==> config.mk <==
export PLATFORM = sky130hd
export DESIGN_NAME = xml_tag_tokenizer
export DESIGN_NICKNAME = d
export VERILOG_FILES = /design/src/rtl/xtt_pkg.sv /design/src/rtl/xtt_step.sv /design/src/rtl/xml_tag_tokenizer.sv
export SDC_FILE = /design/constraint.sdc
export NUM_CORES = 1
export LEC_CHECK = 0
export BUFFER_PORTS_ARGS = -buffer_cell sky130_fd_sc_hd__buf_2
export CAP_MARGIN = 20
export CELL_PAD_IN_SITES_DETAIL_PLACEMENT = 1
export CELL_PAD_IN_SITES_GLOBAL_PLACEMENT = 1
export CORE_UTILIZATION = 47
export DETAILED_ROUTE_END_ITERATION = 8
export PLACE_DENSITY = 0.83
export SYNTH_ARGS = -nofsm -noshare
export SYNTH_HDL_FRONTEND = slang
export SYNTH_SLANG_ARGS = --single-unit
==> constraint.sdc <==
create_clock -name clock -period 4.8 [get_ports clock]
set_input_delay 0.96 -clock clock [delete_from_list [all_inputs] [get_ports clock]]
set_output_delay 0.96 -clock clock [all_outputs]
set_load 0.03 [all_outputs]
==> src/rtl/xtt_pkg.sv <==
`timescale 1ns / 1ps

package xtt_pkg;

   localparam int CharWidth  = 8;
   localparam int PhaseWidth = 4;

   // tokenizer phases
   localparam logic [PhaseWidth-1:0] PH_SEEK    = 4'd0;
   localparam logic [PhaseWidth-1:0] PH_OPEN    = 4'd1;
   localparam logic [PhaseWidth-1:0] PH_TSTART  = 4'd2;
   localparam logic [PhaseWidth-1:0] PH_TITLE   = 4'd3;
   localparam logic [PhaseWidth-1:0] PH_GAP     = 4'd4;
   localparam logic [PhaseWidth-1:0] PH_NAME    = 4'd5;
   localparam logic [PhaseWidth-1:0] PH_EQ      = 4'd6;
   localparam logic [PhaseWidth-1:0] PH_VALUE   = 4'd7;
   localparam logic [PhaseWidth-1:0] PH_CLOSE   = 4'd8;
   localparam logic [PhaseWidth-1:0] PH_DISCARD = 4'd9;

   // token kinds
   localparam logic [2:0] KIND_SKIP  = 3'd0;
   localparam logic [2:0] KIND_OPEN  = 3'd1;
   localparam logic [2:0] KIND_SLASH = 3'd2;
   localparam logic [2:0] KIND_TITLE = 3'd3;
   localparam logic [2:0] KIND_NAME  = 3'd4;
   localparam logic [2:0] KIND_VALUE = 3'd5;
   localparam logic [2:0] KIND_SEP   = 3'd6;
   localparam logic [2:0] KIND_CLOSE = 3'd7;

   // tag types
   localparam logic [1:0] TAG_BEGIN  = 2'd0;
   localparam logic [1:0] TAG_END    = 2'd1;
   localparam logic [1:0] TAG_SINGLE = 2'd2;

   // error codes
   localparam logic [2:0] ERR_NONE     = 3'd0;
   localparam logic [2:0] ERR_NO_TITLE = 3'd1;
   localparam logic [2:0] ERR_NO_EQ    = 3'd2;
   localparam logic [2:0] ERR_NO_QUOTE = 3'd3;
   localparam logic [2:0] ERR_DBL_SL   = 3'd4;
   localparam logic [2:0] ERR_NO_CLOSE = 3'd5;

   // characters
   localparam logic [CharWidth-1:0] CH_LT    = 8'h3C;
   localparam logic [CharWidth-1:0] CH_GT    = 8'h3E;
   localparam logic [CharWidth-1:0] CH_EQ    = 8'h3D;
   localparam logic [CharWidth-1:0] CH_SLASH = 8'h2F;
   localparam logic [CharWidth-1:0] CH_USCR  = 8'h5F;
   localparam logic [CharWidth-1:0] CH_SPACE = 8'h20;
   localparam logic [CharWidth-1:0] CH_NL    = 8'h0A;
   localparam logic [CharWidth-1:0] CH_QUOTE = 8'h22;
   localparam logic [CharWidth-1:0] CH_BSL   = 8'h5C;

   typedef struct packed {
      logic [PhaseWidth-1:0] phase;
      logic [1:0]            tag_kind;
      logic                  in_quote;
      logic                  after_bsl;
   } state_type;

   typedef struct packed {
      logic [CharWidth-1:0] char_out;
      logic [2:0]           kind;
      logic                 attr_done;
      logic                 attr_has_value;
      logic                 tag_done;
      logic [1:0]           tag_type;
      logic [2:0]           error;
   } result_type;

endpackage

==> src/rtl/xtt_step.sv <==
`timescale 1ns / 1ps

module xtt_step
   import xtt_pkg::*;
(
   input  logic [CharWidth-1:0] ch,
   input  state_type            st,
   output state_type            st_next,
   output result_type           res
);

   logic       is_word;
   logic       is_blank;
   logic       gap_req;
   logic       slash_req;
   logic       close_req;
   logic       fail_req;
   logic [2:0] fail_code;

   assign is_word = (ch >= 8'h61 && ch <= 8'h7A) || (ch >= 8'h41 && ch <= 8'h5A) ||
                    (ch >= 8'h30 && ch <= 8'h39) || ch == CH_USCR;
   assign is_blank = ch == CH_SPACE || ch == CH_NL;

   always_comb begin
      st_next      = st;
      res          = '0;
      res.char_out = ch;
      gap_req      = 1'b0;
      slash_req    = 1'b0;
      close_req    = 1'b0;
      fail_req     = 1'b0;
      fail_code    = ERR_NONE;

      unique case (st.phase)
         PH_OPEN, PH_TSTART: begin
            if (st.phase == PH_OPEN && ch == CH_SLASH) begin
               res.kind         = KIND_SLASH;
               st_next.tag_kind = TAG_END;
               st_next.phase    = PH_TSTART;
            end else if (is_word) begin
               res.kind      = KIND_TITLE;
               st_next.phase = PH_TITLE;
            end else begin
               fail_req  = 1'b1;
               fail_code = ERR_NO_TITLE;
            end
         end
         PH_TITLE: begin
            if (is_word) res.kind = KIND_TITLE;
            else gap_req = 1'b1;
         end
         PH_GAP: gap_req = 1'b1;
         PH_NAME: begin
            if (is_word) begin
               res.kind = KIND_NAME;
            end else if (is_blank || ch == CH_SLASH || ch == CH_GT) begin
               res.attr_done = 1'b1;
               gap_req       = 1'b1;
            end else if (ch == CH_EQ) begin
               res.kind      = KIND_SEP;
               st_next.phase = PH_EQ;
            end else begin
               fail_req  = 1'b1;
               fail_code = ERR_NO_EQ;
            end
         end
         PH_EQ: begin
            if (ch == CH_QUOTE) begin
               res.kind          = KIND_SEP;
               st_next.in_quote  = 1'b1;
               st_next.after_bsl = 1'b0;
               st_next.phase     = PH_VALUE;
            end else begin
               fail_req  = 1'b1;
               fail_code = ERR_NO_QUOTE;
            end
         end
         PH_VALUE: begin
            if (st.after_bsl) begin
               res.kind          = KIND_VALUE;
               st_next.after_bsl = 1'b0;
            end else if (ch == CH_BSL) begin
               res.kind          = KIND_SKIP;
               st_next.after_bsl = 1'b1;
            end else if (ch == CH_QUOTE) begin
               res.kind           = KIND_SEP;
               res.attr_done      = 1'b1;
               res.attr_has_value = 1'b1;
               st_next.in_quote   = 1'b0;
               st_next.phase      = PH_GAP;
            end else begin
               res.kind = KIND_VALUE;
            end
         end
         PH_CLOSE: begin
            if (ch == CH_GT) begin
               close_req = 1'b1;
            end else begin
               fail_req  = 1'b1;
               fail_code = ERR_NO_CLOSE;
            end
         end
         PH_DISCARD: begin
            if (st.in_quote) begin
               if (st.after_bsl) st_next.after_bsl = 1'b0;
               else if (ch == CH_BSL) st_next.after_bsl = 1'b1;
               else if (ch == CH_QUOTE) st_next.in_quote = 1'b0;
            end else if (ch == CH_QUOTE) begin
               st_next.in_quote  = 1'b1;
               st_next.after_bsl = 1'b0;
            end else if (ch == CH_GT) begin
               st_next.phase = PH_SEEK;
            end
         end
         default: begin
            // seeking, and any code without a meaning
            st_next.phase     = PH_SEEK;
            st_next.in_quote  = 1'b0;
            st_next.after_bsl = 1'b0;
            st_next.tag_kind  = TAG_BEGIN;
            if (ch == CH_LT) begin
               res.kind      = KIND_OPEN;
               st_next.phase = PH_OPEN;
            end
         end
      endcase

      // character after title, name, separator or value
      if (gap_req) begin
         if (is_blank) begin
            res.kind      = KIND_SEP;
            st_next.phase = PH_GAP;
         end else if (is_word) begin
            res.kind      = KIND_NAME;
            st_next.phase = PH_NAME;
         end else if (ch == CH_SLASH) begin
            slash_req = 1'b1;
         end else if (ch == CH_GT) begin
            close_req = 1'b1;
         end else begin
            fail_req  = 1'b1;
            fail_code = ERR_NO_CLOSE;
         end
      end

      if (slash_req) begin
         if (st.tag_kind == TAG_END) begin
            fail_req  = 1'b1;
            fail_code = ERR_DBL_SL;
         end else begin
            st_next.tag_kind = TAG_SINGLE;
            res.kind         = KIND_SLASH;
            st_next.phase    = PH_CLOSE;
         end
      end

      if (close_req) begin
         res.kind         = KIND_CLOSE;
         res.tag_done     = 1'b1;
         res.tag_type     = st.tag_kind;
         st_next.tag_kind = TAG_BEGIN;
         st_next.phase    = PH_SEEK;
      end

      // error: report once, then drop up to the unquoted close
      if (fail_req) begin
         res.kind          = KIND_SKIP;
         res.error         = fail_code;
         st_next.after_bsl = 1'b0;
         st_next.tag_kind  = TAG_BEGIN;
         st_next.in_quote  = ch == CH_QUOTE;
         st_next.phase     = (ch == CH_GT) ? PH_SEEK : PH_DISCARD;
      end
   end

endmodule

==> src/rtl/xml_tag_tokenizer.sv <==
`timescale 1ns / 1ps

// Streaming XML tag tokenizer: one character in, one classified character out.
// Each character is taken into an input register; from there its token kind,
// attribute and tag flags and any error code are decided from the tokenizer
// state and written to the result register, which holds it until the transfer
// on the rsp_ side. Throughput is one character per cycle while the rsp_ side
// is ready; a character's result passes through the input register and then
// the result register before it is presented on the rsp_ side. The state
// register (phase, tag type, quote and escape flags) is updated together with
// the result register, which sets that rate. After reset the block takes
// characters at once.
module xml_tag_tokenizer
   import xtt_pkg::*;
(
   input  logic                 clock,
   input  logic                 reset,
   input  logic                 req_valid,
   output logic                 req_ready,
   input  logic [CharWidth-1:0] req_char_in,
   output logic                 rsp_valid,
   input  logic                 rsp_ready,
   output logic [CharWidth-1:0] rsp_char_out,
   output logic [2:0]           rsp_kind,
   output logic                 rsp_attr_done,
   output logic                 rsp_attr_has_value,
   output logic                 rsp_tag_done,
   output logic [1:0]           rsp_tag_type,
   output logic [2:0]           rsp_error
);

   logic                 in_valid_ff;
   logic [CharWidth-1:0] in_char_ff;
   logic                 out_valid_ff;
   result_type           out_ff;
   state_type            state_ff;
   state_type            state_in;
   result_type           result_in;
   logic                 advance;

   xtt_step u_step (
      .ch      (in_char_ff),
      .st      (state_ff),
      .st_next (state_in),
      .res     (result_in)
   );

   // held character moves on when the result register is free or draining
   assign advance   = in_valid_ff && (!out_valid_ff || rsp_ready);
   assign req_ready = !in_valid_ff || advance;

   always_ff @(posedge clock) begin
      if (reset) begin
         in_valid_ff  <= 1'b0;
         out_valid_ff <= 1'b0;
         state_ff     <= '{phase: PH_SEEK, tag_kind: TAG_BEGIN, in_quote: 1'b0,
                           after_bsl: 1'b0};
      end else begin
         if (req_ready) in_valid_ff <= req_valid;
         if (advance) begin
            out_valid_ff <= 1'b1;
            state_ff     <= state_in;
         end else if (rsp_ready) begin
            out_valid_ff <= 1'b0;
         end
      end
   end

   always_ff @(posedge clock) begin
      if (req_ready && req_valid) in_char_ff <= req_char_in;
      if (advance) out_ff <= result_in;
   end

   assign rsp_valid          = out_valid_ff;
   assign rsp_char_out       = out_ff.char_out;
   assign rsp_kind           = out_ff.kind;
   assign rsp_attr_done      = out_ff.attr_done;
   assign rsp_attr_has_value = out_ff.attr_has_value;
   assign rsp_tag_done       = out_ff.tag_done;
   assign rsp_tag_type       = out_ff.tag_type;
   assign rsp_error          = out_ff.error;

`ifndef SYNTHESIS
   a_close_is_tag: assert property (@(posedge clock) disable iff (reset)
      rsp_valid && (rsp_kind == KIND_CLOSE) |-> rsp_tag_done)
      else $error("close token without tag completion");

   a_tag_is_close: assert property (@(posedge clock) disable iff (reset)
      rsp_valid && rsp_tag_done |-> (rsp_kind == KIND_CLOSE) && (rsp_error == ERR_NONE))
      else $error("tag completion on a non-close token");

   a_error_skips: assert property (@(posedge clock) disable iff (reset)
      rsp_valid && (rsp_error != ERR_NONE) |-> (rsp_kind == KIND_SKIP))
      else $error("error reported on a kept token");

   a_advance_fills: assert property (@(posedge clock) disable iff (reset)
      advance |=> rsp_valid)
      else $error("result lost after advance");

   a_discard_via_error: assert property (@(posedge clock) disable iff (reset)
      advance && (state_in.phase == PH_DISCARD) && (state_ff.phase != PH_DISCARD)
      |=> rsp_error != ERR_NONE)
      else $error("discarding started without an error");
`endif

endmodule
After elaboration in Yosys (flattened, before gate mapping) --
Index checks and enable logic that the tools add are counted.
Word-level totals: logic and storage cells 174, output and inout bits 21, flip-flop bits (word level) 37, input port bits 12
Operators by class: reductions and logical operators 25, bitwise gates (word level) 1, multiplexer cells 103, eq/ne operators 25, magnitude comparators 6
Operator list (number):
- two-way mux 3 bit | 23
- two-way mux 4 bit | 16
- == test 8 x 6 -> 1 bit (second input constant) | 6
- two-way mux 1 bit | 40
- two-way mux 2 bit | 12
- case mux 4 bit (6 select lines) | 1
- two-way mux 6 bit | 3
- case mux 3 bit (6 select lines) | 1
- == test 4 x 3 -> 1 bit (second input constant) | 4
- == test 8 x 7 -> 1 bit (second input constant) | 2
- greater-or-equal comparator 8 x 7 -> 1 bit (second input constant) | 2
- <= comparator 8 x 7 -> 1 bit (second input constant) | 2
- case mux 3 bit (4 select lines) | 1
- OR reduction 3 bit | 3
- == test 4 x 2 -> 1 bit (second input constant) | 2
- == test 4 bit (second input constant) | 2
- == test 8 x 4 -> 1 bit (second input constant) | 1
- greater-or-equal comparator 8 x 6 -> 1 bit (second input constant) | 1
- <= comparator 8 x 6 -> 1 bit (second input constant) | 1
- logical OR 1 bit | 8
- two-way mux 8 bit | 1
- case mux 2 bit (4 select lines) | 1
- OR reduction 7 bit | 1
- logical AND 1 bit | 6
- other kinds (17) | 20

Depth between registers and ports, before layout --
word-level depth 17, depth in mapped cells 9, gate-level depth less buffers 7

By module --
From an unflattened synthesis, not the netlist that was laid out.
Unflattened totals: cells, all modules 240, area, all modules 2352.3 µm²
Modules (own cells, without submodules):
- xml_tag_tokenizer | area an instance 1253.7 µm², cells each 71, sequential area each 1011.0 µm², instances 1
- xtt_step | area an instance 1098.6 µm², cells each 169, sequential area each 0.0 µm², instances 1

Least setup slack after synthesis --
OpenSTA, ideal clock, no wires.
kind input -> register, start in rsp_ready, end reg state_ff[4] (netlist bit), buffers on the path 0, data arrival time 2.506 ns, setup time 0.117 ns, data required time 4.683 ns, stages 6, path slack 2.177 ns, path through nor2b_1 nand2b_1 clkinv_1 nor2_1 nor3_1 a32o_1
Between the ends: longest elaborated chain between the ends 2
RTL lines:
- start, declared | line xml_tag_tokenizer.sv:22 | input logic rsp_ready,
- logical OR 1 bit | line xml_tag_tokenizer.sv:49 | assign advance = in_valid_ff && (!out_valid_ff || rsp_ready);
- logical AND 1 bit | line xml_tag_tokenizer.sv:49
- via advance | line xml_tag_tokenizer.sv:39 | logic advance;
- end signal, assigned | line xml_tag_tokenizer.sv:56 | state_ff <= '{phase: PH_SEEK, tag_kind: TAG_BEGIN, in_quote: 1'b0,
- end signal, assigned | line xml_tag_tokenizer.sv:62 | state_ff <= state_in;
- end, declared | line xml_tag_tokenizer.sv:36 | state_type state_ff;
The timed path passes the listed nets, and every way through them passes these cells. A chain may end at the register's enable or synchronous reset.

Worst setup path in the final report --
start reg in_char_ff[3], end reg state_ff[6] (netlist bit)
Between the ends: longest elaborated chain between the ends 16, elaborated cells between the ends (all ways) 73, classes of those cells 6 x order compare; 8 x eq/ne; 49 x mux; 10 x reduce/logical
RTL lines:
- start, declared | line xml_tag_tokenizer.sv:33 | logic [CharWidth-1:0] in_char_ff;
- start signal, assigned | line xml_tag_tokenizer.sv:70 | if (req_ready && req_valid) in_char_ff <= req_char_in;
- greater-or-equal comparator 8 x 7 -> 1 bit or <= comparator 8 x 7 -> 1 bit (tied branches) | line xtt_step.sv:20 | assign is_word = (ch >= 8'h61 && ch <= 8'h7A) || (ch >= 8'h41 && ch <= 8'h5A) ||
- logical AND 1 bit | line xtt_step.sv:20
- logical OR 1 bit (2 in a row) | line xtt_step.sv:20
- logical OR 1 bit | line xtt_step.sv:21 | (ch >= 8'h30 && ch <= 8'h39) || ch == CH_USCR;
- two-way mux 1 bit | line xtt_step.sv:40, xtt_step.sv:49
- two-way mux 1 bit | line xtt_step.sv:36 | if (st.phase == PH_OPEN && ch == CH_SLASH) begin
- case mux 1 bit (4 select lines) | line xtt_step.sv:34 | unique case (st.phase)
- two-way mux 1 bit | line xtt_step.sv:138 | end else if (ch == CH_GT) begin
- two-way mux 1 bit | line xtt_step.sv:136 | end else if (ch == CH_SLASH) begin
- two-way mux 1 bit | line xtt_step.sv:133 | end else if (is_word) begin
- two-way mux 1 bit | line xtt_step.sv:130 | if (is_blank) begin
- two-way mux 1 bit | line xtt_step.sv:129 | if (gap_req) begin
- two-way mux 1 bit | line xtt_step.sv:147 | if (st.tag_kind == TAG_END) begin
- two-way mux 1 bit | line xtt_step.sv:146 | if (slash_req) begin
- two-way mux 8 bit (*) | line xtt_step.sv:166 | if (fail_req) begin
Mark *: on every way between the ends. The rest lies on a longest branch, timed or not.

==> results.md <==
* Cell count after synthesis at between 200 and 250
* Post-Syn Area at 0.00226 mm^2
* First DRT Iteration DRCs at 158
* Crit-path max FO at 13
* DIE HEIGHT at 71.3 um
* WHS Endpoint: rsp_valid
* Core ar. at 0.00447 mm^2
* Setup Skew at 0.00518 ns
* Grt peak-use layer: met2
* Hold Startpoint: in_valid_ff
* Fill count at a little over 500
* DRT Pass-1 Iters at 6
* Synth Flop Type: edfxtp_1
* Reg-to-reg startpoint: in_char_ff[3]
* First-pass GRT wire length at 9.83 mm
* Final setup violation count at 0
* M3 GR Usage at 4.92%
* Most common cell in the synthesized netlist: edfxtp_1
* Post-synth EDFFs at 27
* Post-synthesis register bit count at 37
* Vias in the first global route at 1930
* Routed WL per cell at 19.5 um
* Synth top area cells: edfxtp_1 (36%), dfxtp_1 (8.9%), nor2_1 (4.3%)
* Routed vias at 1972
* Layout Cells excl Fill at slightly above 300
* Hold Path Class: flop to flop
* Startpoint Class: flop
* Nets@finish at between 200 and 300
* Sequential area share after synthesis at around 45%
* P&R area growth vs syn at 10.5%
* WS Path Type: flop to flop
* Period Utilization, post-route at between 60% and 70%
* Clk_lat worst skew at about 0.29 ns
* RSZ-0062 raised after global routing: false
* Fmax at between 300 and 400 MHz
* Total negative slack at 0 ns
* Multi-input logic area at approximately 0.0011 mm^2
* CP Capture Type: flop
* CTS tree: yes
* Synth cell types at 61
* CTS Buf Count at 5
* Antenna viol nets, final at 0
* CP required at 5.01 ns
* Slew Viols, Final at 0
* Power density cells at 295 mW/mm^2
* Starting Density at about half
* Clk sink count at 37
* Most frequent cells after synthesis: edfxtp_1 (27), nor2_1 (26), a21oi_1 (16)
* DP Cell Count at about 300
* GPL Wtd Cong at 0.936
* Min cycle time layout at 3.01 ns
* Status: finished, violations left
* Flop-to-flop setup slack at 1.79 ns
* Clock buffer depth at 2
* Met1 Use GR at 34.4%
* Ant. Diodes at 0
* Die area at 0.00509 mm^2
* Peak VDD IR at 0.185 mV
* FF-to-FF End: state_ff[6]
* Top cell type's share of synthesized area at a little over a third
* Post-CTS Resized at 0
* Setup bufs post-CTS at 0
* Initial antenna violation count at 0
* Final wirelength at roughly 6.1 mm
* Violated checks: design-rule violations
* Max-cap viol count at 0
* Root Buffer: clkbuf_8
* Synthesized area per cell at a little under 10 um^2
* Post-synthesis async set-or-reset flop share at 0%
* DRC at 1
* Slew @ Worst Pin at 0.910 ns
* HPWL Detailed at 4.38 mm
* IO Port Bufs at 32
* Worst slew margin at 38.9%
* Largest net degree at the start of global routing at 27
* Syn. warnings at 0
* Cts hold-fix bufs at 0
* CTS clk-pin slew, worst paths at around 0.07 ns
* Die W at roughly 71 um
* Register-to-Register Path Depth at 7
* Worst hold path stage count at 2
* Storage cell area at 0.00101 mm^2
* Critical path arrival at about 3.2 ns
* Post-synth top area cell: edfxtp_1
* LEAKAGE at between 0.8 and 0.9 nW
* H-tree depth at 2
* Gr ovfl total at 0
* Row count at 24
* Final hold violation count at 0
* Met2 Resource Use GR at roughly two fifths
* Share of post-route cells with drive strength above 1 at between 15 and 20%
* Vias per cell at 6.34
* Syn Nets at about 250
* Num ports at 33
* All-Layer GR Usage at 25.5%
## kinds of logic after synthesis
family | count (synthesis) | synth area share (%)
AND/OR/NAND/NOR | 103 | 27.2
AO/OA/AOI/OAI | 70 | 22.4
flip-flops | 37 | 44.8
buffers and inverters | 22 | 4.71
multiplexers | 2 | 0.886
## critical path, stage by stage, from the launching register on
cell	delay [ns]
edfxtp_1	0.58
nand4b_1	0.18
or3b_1	0.43
o211ai_2	0.47
o31a_1	0.37
nand3_4	0.15
or4_4	0.52
a211oi_2	0.24
## final cells by class
cell class | instances | area share (%)
clock buffer | 6 | 3.31
clock inverter | 2 | 0.351
inverter | 7 | 1.05
multi-input combinational | 175 | 45.7
sequential | 37 | 40.5
tap | 52 | 2.61
timing repair buffer | 32 | 6.42
## placed cells by master (no fill, tap or decap), drive strengths merged, types with 3 or more instances in the layout
cell    Yosys  routed
clkinv      1       3
a21oi      16      16
nand3      13      13
nor4        3       3
o21a        7       7
o211ai      4       4
nand4       5       5
o21ai      13      13
buf         5      32
dfxtp      10      10
nor2b       6       6
nor2       26      26
o221ai      3       3
nand2b      8       8
edfxtp     27      27
o31a        3       3
nor3        4       4
or4         3       3
nand2      12      12
clkbuf     10       6
and2        5       5
inv         6       6
## registers in the layout, indices dropped and copies added (netlist names)
| register | flops |
|---|---|
| rsp_error | 3 |
| in_valid_ff | 1 |
| rsp_attr_done | 1 |
| rsp_valid | 1 |
| rsp_char_out | 8 |
| rsp_tag_done | 1 |
| rsp_tag_type | 2 |
| state_ff | 8 |
| in_char_ff | 8 |
| rsp_kind | 3 |
| rsp_attr_has_value | 1 |
## worst max-delay path by stage
stage,startpoint,endpoint,slack [ns]
after floorplan,rsp_ready,state_ff[4],2.18
after global placement,rsp_ready,state_ff[4],1.74
after detailed placement,rsp_ready,state_ff[4],1.62
after CTS,in_char_ff[3],state_ff[6],1.81
after global routing,in_char_ff[2],state_ff[6],1.63
final,in_char_ff[3],state_ff[6],1.79
## metal layers
metal / wire length, um / up-vias / share of wire, %
met3: 415 / 10 / 6.9
met5: 0 / - / 0
met4: 94 / 0 / 1.6
met2: 2820 / 73 / 47
li1: - / 944 / -
met1: 2730 / 945 / 45
## stage by stage
step / setup WS, ns / util [%] / power [W] / hold WS (ns) / area (um^2)
floorplan: 2.18 / - / 0.000482 / 0.437 / 2260
global placement: 1.74 / 53.7 / 0.000513 / 0.507 / 2400
detailed placement: 1.62 / 53.7 / 0.000517 / 0.515 / 2400
CTS: 1.81 / 55.8 / 0.000738 / 0.530 / 2490
global route: 1.63 / 55.8 / 0.000763 / 0.585 / 2490
finish: 1.79 / 55.8 / 0.000737 / 0.521 / 2490
## where the power goes
group	internal [W]	switching (W)	total, W
Sequential	0.000361	0.0000234	0.000384
Clock	0.000114	0.000111	0.000225
Combinational	0.0000470	0.0000813	0.000128
No activity file was read; power rests on OpenSTA's default activity.
